--- config.mk ---
export PLATFORM = sky130hd
export DESIGN_NAME = animation_layer_bitmap_decoder_flat
export DESIGN_NICKNAME = d
export VERILOG_FILES = /design/src/sv/alb_pkg.sv /design/src/sv/alb_in_if.sv /design/src/sv/alb_out_if.sv /design/src/sv/alb_ram.sv /design/src/sv/alb_queue.sv /design/src/sv/alb_front.sv /design/src/sv/alb_back.sv /design/src/sv/animation_layer_bitmap_decoder.sv /design/src/flat_wrapper.sv
export SDC_FILE = /design/constraint.sdc
export NUM_CORES = 1
export LEC_CHECK = 0
export ABC_CLOCK_PERIOD_IN_PS = 6850
export BUFFER_PORTS_ARGS = -buffer_cell sky130_fd_sc_hd__buf_2
export CORE_MARGIN = 2
export CORE_UTILIZATION = 45
export DETAILED_ROUTE_END_ITERATION = 12
export GPL_TIMING_DRIVEN = 0
export PLACE_DENSITY_LB_ADDON = 0.15
export SLEW_MARGIN = 10
export SYNTH_ARGS = -nofsm -noshare
export SYNTH_HDL_FRONTEND = slang
export SYNTH_SLANG_ARGS = --single-unit
--- constraint.sdc ---
create_clock -name clk_i -period 6.85 [get_ports clk_i]
set_input_delay 1.0275 -clock clk_i [delete_from_list [all_inputs] [get_ports clk_i]]
set_output_delay 1.0275 -clock clk_i [all_outputs]
set_load 0.02 [all_outputs]
--- src/sv/alb_pkg.sv ---
package alb_pkg;

  localparam int LINES      = 192;
  localparam int LINE_WIDTH = 256;
  localparam int CODE_BYTES = (LINES + 3) / 4;
  localparam int CODE_DEPTH = 2 * CODE_BYTES;
  localparam int CODE_AW    = (CODE_DEPTH > 2) ? $clog2(CODE_DEPTH) : 1;
  localparam int CHUNKS     = LINE_WIDTH / 8;
  localparam int QUEUE_DEPTH = 2;

  localparam logic [31:0] CHUNK_MASK = 32'hFFFF_FFFF << (32 - CHUNKS);
  localparam logic [31:0] FIRST_FLAG = 32'h8000_0000;

  localparam logic [1:0] CODE_EMPTY = 2'd0;
  localparam logic [1:0] CODE_RAW   = 2'd3;

  // One stream byte, tagged by the front end.
  typedef struct packed {
    logic               is_code;
    logic               last;
    logic [CODE_AW-1:0] addr;
    logic [7:0]         data;
  } item_t;

  typedef struct packed {
    logic       has_pixels;
    logic       layer_index;
    logic [7:0] line_index;
    logic [4:0] chunk_index;
    logic [7:0] pixel_bits;
    logic       frame_done;
  } result_t;

  typedef enum logic [2:0] {
    ST_CODES,
    ST_FLAGS,
    ST_CHUNKS,
    ST_SEEK_RD,
    ST_SEEK_EV,
    ST_DONE
  } back_state_e;

endpackage

--- src/sv/alb_in_if.sv ---
interface alb_in_if;
  import alb_pkg::*;

  logic       valid;
  logic       ready;
  logic [7:0] byte_in;

  modport source (output valid, output byte_in, input ready);
  modport sink (input valid, input byte_in, output ready);
endinterface

--- src/sv/alb_out_if.sv ---
interface alb_out_if;
  import alb_pkg::*;

  logic       valid;
  logic       ready;
  logic       has_pixels;
  logic       layer_index;
  logic [7:0] line_index;
  logic [4:0] chunk_index;
  logic [7:0] pixel_bits;
  logic       frame_done;

  modport source (
    output valid, output has_pixels, output layer_index, output line_index,
    output chunk_index, output pixel_bits, output frame_done, input ready
  );
  modport sink (
    input valid, input has_pixels, input layer_index, input line_index,
    input chunk_index, input pixel_bits, input frame_done, output ready
  );
endinterface

--- src/sv/alb_ram.sv ---
module alb_ram #(
  parameter int WIDTH = 8,
  parameter int DEPTH = 64
) (
  input  logic                     clk_i,
  input  logic                     we_i,
  input  logic [$clog2(DEPTH)-1:0] waddr_i,
  input  logic [WIDTH-1:0]         wdata_i,
  input  logic [$clog2(DEPTH)-1:0] raddr_i,
  output logic [WIDTH-1:0]         rdata_o
);
  logic [WIDTH-1:0] mem_q [DEPTH];
  logic [WIDTH-1:0] rdata_q;

  always_ff @(posedge clk_i) begin
    if (we_i) begin
      mem_q[waddr_i] <= wdata_i;
    end
    rdata_q <= mem_q[raddr_i];
  end

  assign rdata_o = rdata_q;
endmodule

--- src/sv/alb_queue.sv ---
module alb_queue (
  input  logic           clk_i,
  input  logic           rst_ni,
  input  logic           push_i,
  input  alb_pkg::item_t push_item_i,
  output logic           full_o,
  input  logic           pop_i,
  output logic           pop_valid_o,
  output alb_pkg::item_t pop_item_o
);
  import alb_pkg::*;

  localparam int PW = (QUEUE_DEPTH > 2) ? $clog2(QUEUE_DEPTH) : 1;

  item_t           slot_q [QUEUE_DEPTH];
  logic [PW-1:0]   wptr_q, wptr_d, rptr_q, rptr_d;
  logic [PW:0]     cnt_q, cnt_d;
  logic            do_push, do_pop;

  assign full_o      = cnt_q == (PW + 1)'(QUEUE_DEPTH);
  assign pop_valid_o = cnt_q != '0;
  assign pop_item_o  = slot_q[rptr_q];
  assign do_push     = push_i && !full_o;
  assign do_pop      = pop_i && pop_valid_o;

  always_comb begin
    wptr_d = wptr_q;
    rptr_d = rptr_q;
    cnt_d  = cnt_q;
    if (do_push) begin
      wptr_d = (wptr_q == PW'(QUEUE_DEPTH - 1)) ? '0 : wptr_q + PW'(1);
    end
    if (do_pop) begin
      rptr_d = (rptr_q == PW'(QUEUE_DEPTH - 1)) ? '0 : rptr_q + PW'(1);
    end
    if (do_push && !do_pop) begin
      cnt_d = cnt_q + (PW + 1)'(1);
    end else if (do_pop && !do_push) begin
      cnt_d = cnt_q - (PW + 1)'(1);
    end
  end

  always_ff @(posedge clk_i or negedge rst_ni) begin
    if (!rst_ni) begin
      wptr_q <= '0;
      rptr_q <= '0;
      cnt_q  <= '0;
    end else begin
      wptr_q <= wptr_d;
      rptr_q <= rptr_d;
      cnt_q  <= cnt_d;
    end
  end

  always_ff @(posedge clk_i) begin
    if (do_push) begin
      slot_q[wptr_q] <= push_item_i;
    end
  end
endmodule

--- src/sv/alb_front.sv ---
module alb_front (
  input  logic           clk_i,
  input  logic           rst_ni,
  alb_in_if.sink         in_i,
  input  logic           full_i,
  output logic           push_o,
  output alb_pkg::item_t push_item_o
);
  import alb_pkg::*;

  logic [CODE_AW-1:0] cnt_q, cnt_d;
  logic               codes_done_q, codes_done_d;
  logic               last_code;

  assign in_i.ready = !full_i;
  assign push_o     = in_i.valid && !full_i;
  assign last_code  = cnt_q == CODE_AW'(CODE_DEPTH - 1);

  // The first bytes of the stream are the line-type table; tag them with
  // their table address so the back end only has to store them.
  always_comb begin
    push_item_o.is_code = !codes_done_q;
    push_item_o.last    = !codes_done_q && last_code;
    push_item_o.addr    = cnt_q;
    push_item_o.data    = in_i.byte_in;
  end

  always_comb begin
    cnt_d        = cnt_q;
    codes_done_d = codes_done_q;
    if (push_o && !codes_done_q) begin
      if (last_code) begin
        codes_done_d = 1'b1;
      end else begin
        cnt_d = cnt_q + CODE_AW'(1);
      end
    end
  end

  always_ff @(posedge clk_i or negedge rst_ni) begin
    if (!rst_ni) begin
      cnt_q        <= '0;
      codes_done_q <= 1'b0;
    end else begin
      cnt_q        <= cnt_d;
      codes_done_q <= codes_done_d;
    end
  end
endmodule

--- src/sv/alb_back.sv ---
module alb_back (
  input  logic           clk_i,
  input  logic           rst_ni,
  input  logic           pop_valid_i,
  input  alb_pkg::item_t pop_item_i,
  output logic           pop_o,
  alb_out_if.source      out_o
);
  import alb_pkg::*;

  back_state_e        state_q, state_d;
  logic               layer_q, layer_d;
  logic [7:0]         line_q, line_d;
  logic [31:0]        flags_q, flags_d;
  logic [1:0]         byte_cnt_q, byte_cnt_d;
  logic               out_valid_q, out_valid_d;
  result_t            res_q, res_d;

  logic               take;
  logic               busy;
  logic [CODE_AW-1:0] raddr;
  logic [7:0]         rdata;
  logic [1:0]         code;
  logic [31:0]        flags_word;
  logic [31:0]        flags_left;
  logic [4:0]         pos;
  logic               flag_last;
  logic               line_last;
  logic               adv_end;
  logic               advance;

  function automatic logic [4:0] first_flag(input logic [31:0] f);
    logic [4:0] p;
    p = '0;
    for (int i = 0; i < 32; i++) begin
      if (f[i]) begin
        p = 5'(31 - i);
      end
    end
    return p;
  endfunction

  assign busy  = state_q == ST_SEEK_RD || state_q == ST_SEEK_EV;
  assign take  = pop_valid_i && !busy && (!out_valid_q || out_o.ready);
  assign pop_o = take;

  assign raddr = layer_q ? CODE_AW'(CODE_BYTES) + CODE_AW'(line_q[7:2])
                         : CODE_AW'(line_q[7:2]);

  alb_ram #(
    .WIDTH (8),
    .DEPTH (CODE_DEPTH)
  ) u_codes (
    .clk_i   (clk_i),
    .we_i    (take && pop_item_i.is_code),
    .waddr_i (pop_item_i.addr),
    .wdata_i (pop_item_i.data),
    .raddr_i (raddr),
    .rdata_o (rdata)
  );

  assign code       = rdata[{line_q[1:0], 1'b0} +: 2];
  assign flags_word = {flags_q[23:0], pop_item_i.data} & CHUNK_MASK;
  // Sent chunks are cleared from the flag word; the next chunk is the
  // highest flag still set.
  assign pos        = first_flag(flags_q);
  assign flags_left = flags_q & ~(FIRST_FLAG >> pos);
  assign flag_last  = byte_cnt_q == 2'd3;
  assign line_last  = line_q == 8'(LINES - 1);
  assign adv_end    = line_last && layer_q;

  always_comb begin
    state_d = state_q;
    case (state_q)
      ST_CODES: begin
        if (take && pop_item_i.last) begin
          state_d = ST_SEEK_RD;
        end
      end
      ST_FLAGS: begin
        if (take && flag_last) begin
          if (flags_word == '0) begin
            state_d = adv_end ? ST_DONE : ST_SEEK_RD;
          end else begin
            state_d = ST_CHUNKS;
          end
        end
      end
      ST_CHUNKS: begin
        if (take && flags_left == '0) begin
          state_d = adv_end ? ST_DONE : ST_SEEK_RD;
        end
      end
      ST_SEEK_RD: state_d = ST_SEEK_EV;
      ST_SEEK_EV: begin
        if (code == CODE_RAW) begin
          state_d = ST_CHUNKS;
        end else if (code == CODE_EMPTY) begin
          state_d = adv_end ? ST_DONE : ST_SEEK_RD;
        end else begin
          state_d = ST_FLAGS;
        end
      end
      ST_DONE: state_d = ST_DONE;
      default: state_d = ST_CODES;
    endcase
  end

  assign advance = (state_d == ST_SEEK_RD || state_d == ST_DONE) &&
                   ((take && (state_q == ST_FLAGS || state_q == ST_CHUNKS)) ||
                    state_q == ST_SEEK_EV);

  always_comb begin
    out_valid_d = out_valid_q && !out_o.ready;
    res_d       = res_q;
    flags_d     = flags_q;
    byte_cnt_d  = byte_cnt_q;
    layer_d     = layer_q;
    line_d      = line_q;

    if (take) begin
      res_d       = '0;
      out_valid_d = 1'b1;
      case (state_q)
        ST_FLAGS: begin
          flags_d    = {flags_q[23:0], pop_item_i.data};
          byte_cnt_d = byte_cnt_q + 2'd1;
          if (flag_last) begin
            flags_d    = flags_word;
            byte_cnt_d = '0;
          end
        end
        ST_CHUNKS: begin
          res_d.has_pixels  = 1'b1;
          res_d.layer_index = layer_q;
          res_d.line_index  = line_q;
          res_d.chunk_index = pos;
          res_d.pixel_bits  = pop_item_i.data;
          flags_d           = flags_left;
        end
        default: ;
      endcase
      res_d.frame_done = state_d == ST_DONE;
    end

    if (state_q == ST_SEEK_EV) begin
      out_valid_d      = state_d != ST_SEEK_RD;
      res_d.frame_done = state_d == ST_DONE;
      if (state_d == ST_CHUNKS) begin
        flags_d = CHUNK_MASK;
      end else if (state_d == ST_FLAGS) begin
        flags_d    = '0;
        byte_cnt_d = '0;
      end
    end

    // A result whose frame_done depends on the line search is held back
    // until the search ends.
    if (state_d == ST_SEEK_RD) begin
      out_valid_d = 1'b0;
    end

    if (advance) begin
      line_d  = line_last ? '0 : line_q + 8'd1;
      layer_d = line_last ? !layer_q : layer_q;
    end
  end

  always_ff @(posedge clk_i or negedge rst_ni) begin
    if (!rst_ni) begin
      state_q     <= ST_CODES;
      layer_q     <= 1'b0;
      line_q      <= '0;
      flags_q     <= '0;
      byte_cnt_q  <= '0;
      out_valid_q <= 1'b0;
    end else begin
      state_q     <= state_d;
      layer_q     <= layer_d;
      line_q      <= line_d;
      flags_q     <= flags_d;
      byte_cnt_q  <= byte_cnt_d;
      out_valid_q <= out_valid_d;
    end
  end

  always_ff @(posedge clk_i) begin
    res_q <= res_d;
  end

  assign out_o.valid       = out_valid_q;
  assign out_o.has_pixels  = res_q.has_pixels;
  assign out_o.layer_index = res_q.layer_index;
  assign out_o.line_index  = res_q.line_index;
  assign out_o.chunk_index = res_q.chunk_index;
  assign out_o.pixel_bits  = res_q.pixel_bits;
  assign out_o.frame_done  = res_q.frame_done;
endmodule

--- src/sv/animation_layer_bitmap_decoder.sv ---
// Channel   Dir   Contents                                          Transfer
// in_i      in    byte_in: next byte of the layer stream            valid & ready
// out_o     out   has_pixels, layer_index, line_index, chunk_index,  valid & ready
//                 pixel_bits, frame_done (one result per byte)
//
// A byte that stays within a line passes through the two-entry queue and
// then the back end's result register. Ending the table or a line starts a
// search of the line-type table in its RAM, which examines each line in a
// read step and then an evaluate step, skips empty lines and ends at the
// next coded line or at the end of the frame.
// Reset needs no clearing pass; the table is always written before it is read.
// The front end takes bytes into the queue while the back end is stalled, until the queue is full.
module animation_layer_bitmap_decoder (
  input  logic       clk_i,
  input  logic       rst_ni,
  alb_in_if.sink     in_i,
  alb_out_if.source  out_o
);
  import alb_pkg::*;

  logic  q_full;
  logic  push;
  item_t push_item;
  logic  pop;
  logic  pop_valid;
  item_t pop_item;

  alb_front u_front (
    .clk_i       (clk_i),
    .rst_ni      (rst_ni),
    .in_i        (in_i),
    .full_i      (q_full),
    .push_o      (push),
    .push_item_o (push_item)
  );

  alb_queue u_queue (
    .clk_i       (clk_i),
    .rst_ni      (rst_ni),
    .push_i      (push),
    .push_item_i (push_item),
    .full_o      (q_full),
    .pop_i       (pop),
    .pop_valid_o (pop_valid),
    .pop_item_o  (pop_item)
  );

  alb_back u_back (
    .clk_i       (clk_i),
    .rst_ni      (rst_ni),
    .pop_valid_i (pop_valid),
    .pop_item_i  (pop_item),
    .pop_o       (pop),
    .out_o       (out_o)
  );
endmodule
--- src/flat_wrapper.sv ---
// flat-port wrapper written by rule: the top's interface ports become plain ports
module animation_layer_bitmap_decoder_flat import alb_pkg::*;
  (clk_i, rst_ni, in_i_valid, in_i_byte_in, in_i_ready, out_o_valid, out_o_has_pixels, out_o_layer_index, out_o_line_index, out_o_chunk_index, out_o_pixel_bits, out_o_frame_done, out_o_ready);
  alb_in_if in_i_i ();
  alb_out_if out_o_i ();
  input  logic clk_i;
  input  logic rst_ni;
  input wire logic [$bits(in_i_i.valid)-1:0] in_i_valid;
  input wire logic [$bits(in_i_i.byte_in)-1:0] in_i_byte_in;
  output wire logic [$bits(in_i_i.ready)-1:0] in_i_ready;
  output wire logic [$bits(out_o_i.valid)-1:0] out_o_valid;
  output wire logic [$bits(out_o_i.has_pixels)-1:0] out_o_has_pixels;
  output wire logic [$bits(out_o_i.layer_index)-1:0] out_o_layer_index;
  output wire logic [$bits(out_o_i.line_index)-1:0] out_o_line_index;
  output wire logic [$bits(out_o_i.chunk_index)-1:0] out_o_chunk_index;
  output wire logic [$bits(out_o_i.pixel_bits)-1:0] out_o_pixel_bits;
  output wire logic [$bits(out_o_i.frame_done)-1:0] out_o_frame_done;
  input wire logic [$bits(out_o_i.ready)-1:0] out_o_ready;
  assign in_i_i.valid = in_i_valid;
  assign in_i_i.byte_in = in_i_byte_in;
  assign in_i_ready = in_i_i.ready;
  assign out_o_valid = out_o_i.valid;
  assign out_o_has_pixels = out_o_i.has_pixels;
  assign out_o_layer_index = out_o_i.layer_index;
  assign out_o_line_index = out_o_i.line_index;
  assign out_o_chunk_index = out_o_i.chunk_index;
  assign out_o_pixel_bits = out_o_i.pixel_bits;
  assign out_o_frame_done = out_o_i.frame_done;
  assign out_o_i.ready = out_o_ready;
  animation_layer_bitmap_decoder u_core (.clk_i(clk_i), .rst_ni(rst_ni), .in_i(in_i_i), .out_o(out_o_i));
endmodule
==> summary.md <==
| Metric | Value |
|---|---|
| Largest cells by area after synthesis | edfxtp_1 69%, mux4_2 16%, dfrtp_1 4.1% |
| Comb pwr share | 17.0% |
| Layout Nets | 2,029 |
| Share of power burned in the clock network | around 35% |
| Gpl congestion | between 0.9 and 1 |
| Most frequent cells in the layout | 826 x edfxtp_1, 250 x mux4_2, 152 x nor2_1 |
| Static Leakage | roughly 13 nW |
| Worst-case reg-to-reg path depth | 14 |
| Routed Wire Length | around 89,000 um |
| RSZ-0062 raised after global routing | no |
| DR iter-0 viols | 2,022 |
| Pin count of the biggest net entering global routing | 73 |
| Peak VDD IR | ~0.25 mV |
| Mapped Nets | 1,888 |
| Core Util, Final | 51.5% |
| Outcome | complete, no violations |
| Die Ht | about 290 um |
| CP Max Fanout | 10 |
| Fmax | between 150 and 200 MHz |
| Worst Max-Slew Pin Slew | 1310 ps |
| XOR/XNOR Fraction of Synth Area | 0.366% |
| Post-DP HPWL | a little under 60,000 um |
| CTS tree | yes |
| Main combinational cell family by area after synthesis | multiplexers |
| Async SR Flop Fraction | about 6.6% |
| CP endpoint | u_core.u_back.line_q[5] |
| Critical Path RT | around 7400 ps |
| Die ar. | 0.0821 mm^2 |
| Post-synth top area cell | edfxtp_1 |
| FP Rows | between 100 and 150 |
| Core footprint | 0.0790 mm^2 |
| Final Max Slew Viols | 0 |
| Starting Density | 45.5% |
| Area fraction of the dominant cell type after synthesis | 69.0% |
| Setup-failing EPs final | 0 |
| WL/cell | 28.3 um |
| CP startpoint kind | flop |
| Worst endpoint data arrival time | 5690 ps |
| Syn Area/Cell | 19.2 um^2 |
| Net load switching power | 4.08 mW |
| Max Cap Viol | 0 |
| Layout cell share with drive strength beyond 1 | a little over a fifth |
| Critical path launch point | u_core.u_back.flags_q[23] |
| Compound-Gate Fraction of Synth Area | 3.73% |
| IO Pins | 38 |
| Slew Limit Headroom | approximately an eighth |
| Post-synthesis sequential area ratio | 73.6% |
| Cts repair resizes | 0 |
| Area occupied by registers | about 0.026 mm^2 |
| Pint | just over 10 mW |
| Skew-Pair Late Insertion Delay | 660 ps |
| Drt pass-1 iters | 6 |
| Sw Ratio | 28.4% |
| # clock sinks | between 800 and 900 |
| Post-Synth Simple-Gate Area | between 4 and 5% |
| GRT Overall Usage | 22.0% |
| DRC violations left | 0 |
| GRT overflow | 0 |
| Initial antenna violation count | 2 |
| Post-synth EDFFs | a little over 800 |
| Root Driver | clkbuf_16 |
| Worst flop-to-flop path endpoint | u_core.u_back.line_q[5] |
| Post-CTS Setup Bufs | 0 |
| R2r startpoint | u_core.u_back.flags_q[23] |
| Layout overhead on the synthesized area | 13.2% |
| Post-synthesis register bit count | 893 |
| Antenna fix cells | 0 |
| Fin crit share | between 70% and 80% |
| Synth Area in Adders | 0.237% |
| Final hold vios | 0 |
| Setup Crit Path Kind | reg -> reg |
| # H-tree levels | 3 |
| Ys flop type | edfxtp_1 |
| HP Class | in -> async |
| FILL cells | about 6,300 |
| Vias | 18,700 |
| Clock Tree Buf Depth | 3 |
| Final Critical Period | 5170 ps |
| Synthesized netlist cell count | approximately 1,900 |
| Vias per cell | 5.96 |
| Count of input and output buffers | 37 |
| Number of global-route vias before repair | approximately 19,000 |
| TNS Setup | 0 ps |
| Most common cell after layout, fill and taps aside | edfxtp_1 |
| Pwr/cell area | 352 mW/mm^2 |
| Synth cell types | 73 |
| Area of the multi-input gates | approximately 0.009 mm^2 |
| Fraction of synthesized area in multiplexers | about 16% |
| Part of the power in registers | 48.4% |
| Num CTS Buffers | 93 |
| Ys Warns | 0 |
| Total power | between 10 and 15 mW |
| Die width | 287 um |
| Post-route ant nets | 0 |
| Reg-to-reg slack, setup | 1680 ps |
| Clk pin slew, worst setup/hold paths | 60 ps |
| Crit. End Element | flop |
| Worst Skew | ~27 ps |
| Hold_buf cts | 0 |
| First-pass GRT wire length | 130,000 um |
| Post-Syn Area | 0.0359 mm^2 |
critical path: stages, from the launching register on:
cell and delay, ps:
dfrtp_1 470, or4_1 540, clkbuf_1 180, nor2_1 450, nand2_1 240, or2_0 250
clkbuf_1 270, a2111oi_2 710, o32ai_1 250, a2111oi_1 520, nand4b_1 280, nor3_2 340
buf_6 190, o22ai_1 70, a22o_1 270
metrics by stage:
stage	instance area [um^2]	hold slack, ps	instances	setup slack, ps
2_1_floorplan	35900	460	1870	3090
4_1_cts	40700	466	3135	1710
6_report	40700	477	3135	1680
5_1_grt	40700	517	3135	1520
3_3_place_gp	37400	476	2957	1320
3_5_place_dp	37700	489	2966	1740
per-layer routing:
layer / global-route usage, % / up-vias / routed length [um]
li1: - / 7950 / -
met1: 32.2 / 9953 / 38600
met2: 35.0 / 668 / 42700
met3: 3.63 / 109 / 5690
met4: 4.99 / 0 / 1760
met5: 0 / - / 0
synthesized netlist by cell type (all sizes together) (8+ instances only):
| library cell | number |
|---|---|
| nor3 | 18 |
| or4 | 9 |
| nand3 | 9 |
| dfxtp | 8 |
| and2 | 17 |
| a22oi | 23 |
| nand2b | 12 |
| o22ai | 9 |
| buf | 27 |
| nand2 | 78 |
| nor4 | 12 |
| dfrtp | 59 |
| mux4 | 250 |
| a21oi | 27 |
| inv | 32 |
| nor2 | 153 |
| edfxtp | 826 |
| xnor2 | 8 |
| mux2i | 13 |
| clkbuf | 78 |
| o21ai | 84 |
worst min-delay path by stage:
stage | from | endpoint | slack, ps | depth (start not counted)
finish | rst_ni | u_core.u_queue.cnt_q[1] | 480 | 1
detailed placement | u_core.u_queue.cnt_q[1] | u_core.u_queue.cnt_q[1] | 490 | 1
global placement | u_core.u_queue.wptr_q | u_core.u_queue.wptr_q | 480 | 1
CTS | rst_ni | u_core.u_front.cnt_q[1] | 470 | 1
floorplan | u_core.u_queue.wptr_q | u_core.u_queue.wptr_q | 460 | 1
global route | rst_ni | u_core.u_front.cnt_q[2] | 520 | 1
registers in the layout, indices dropped and copies added, names as in the netlist, 2 cells and up:
register	flops
u_core.u_back.byte_cnt_q	2
u_core.u_back.flags_q	32
u_core.u_back.line_q	8
u_core.u_back.out_o.chunk_index	5
u_core.u_back.out_o.line_index	8
u_core.u_back.out_o.pixel_bits	8
u_core.u_back.state_q	3
u_core.u_back.u_codes.mem_q	768
u_core.u_back.u_codes.rdata_o	8
u_core.u_front.cnt_q	7
u_core.u_queue.cnt_q	2
u_core.u_queue.slot_q	34
area by class of cell:
| type | instances | area share [%] |
|---|---|---|
| buffer | 105 | 1.01 |
| clock buffer | 121 | 6.10 |
| clock inverter | 48 | 1.22 |
| inverter | 32 | 0.314 |
| multi-input combinational | 840 | 22.1 |
| sequential | 893 | 65.0 |
| tap | 1050 | 3.23 |
| timing repair buffer | 46 | 1.02 |
power groups by stage:
stage	Clock, mW	Combinational [mW]	Sequential, mW
after global routing	5.25	2.61	6.96
after detailed placement	0	2.42	7.05
after CTS	5.05	2.42	6.94
final	4.96	2.44	6.94
after global placement	0	2.22	7.13
after floorplan	0	1.24	7.09
logic make-up (layout without fill, tap and decap cells):
kind of cell | after synthesis | count (layout)
AOI/OAI and AO/OA | 206 | 206
adders and majority gates | 7 | 7
buffers and inverters | 137 | 352
muxes | 270 | 270
and+or+nand+nor | 342 | 342
xor gates and xnor gates | 15 | 15
DFF | 893 | 893
No activity file was read; power rests on OpenSTA's default activity.
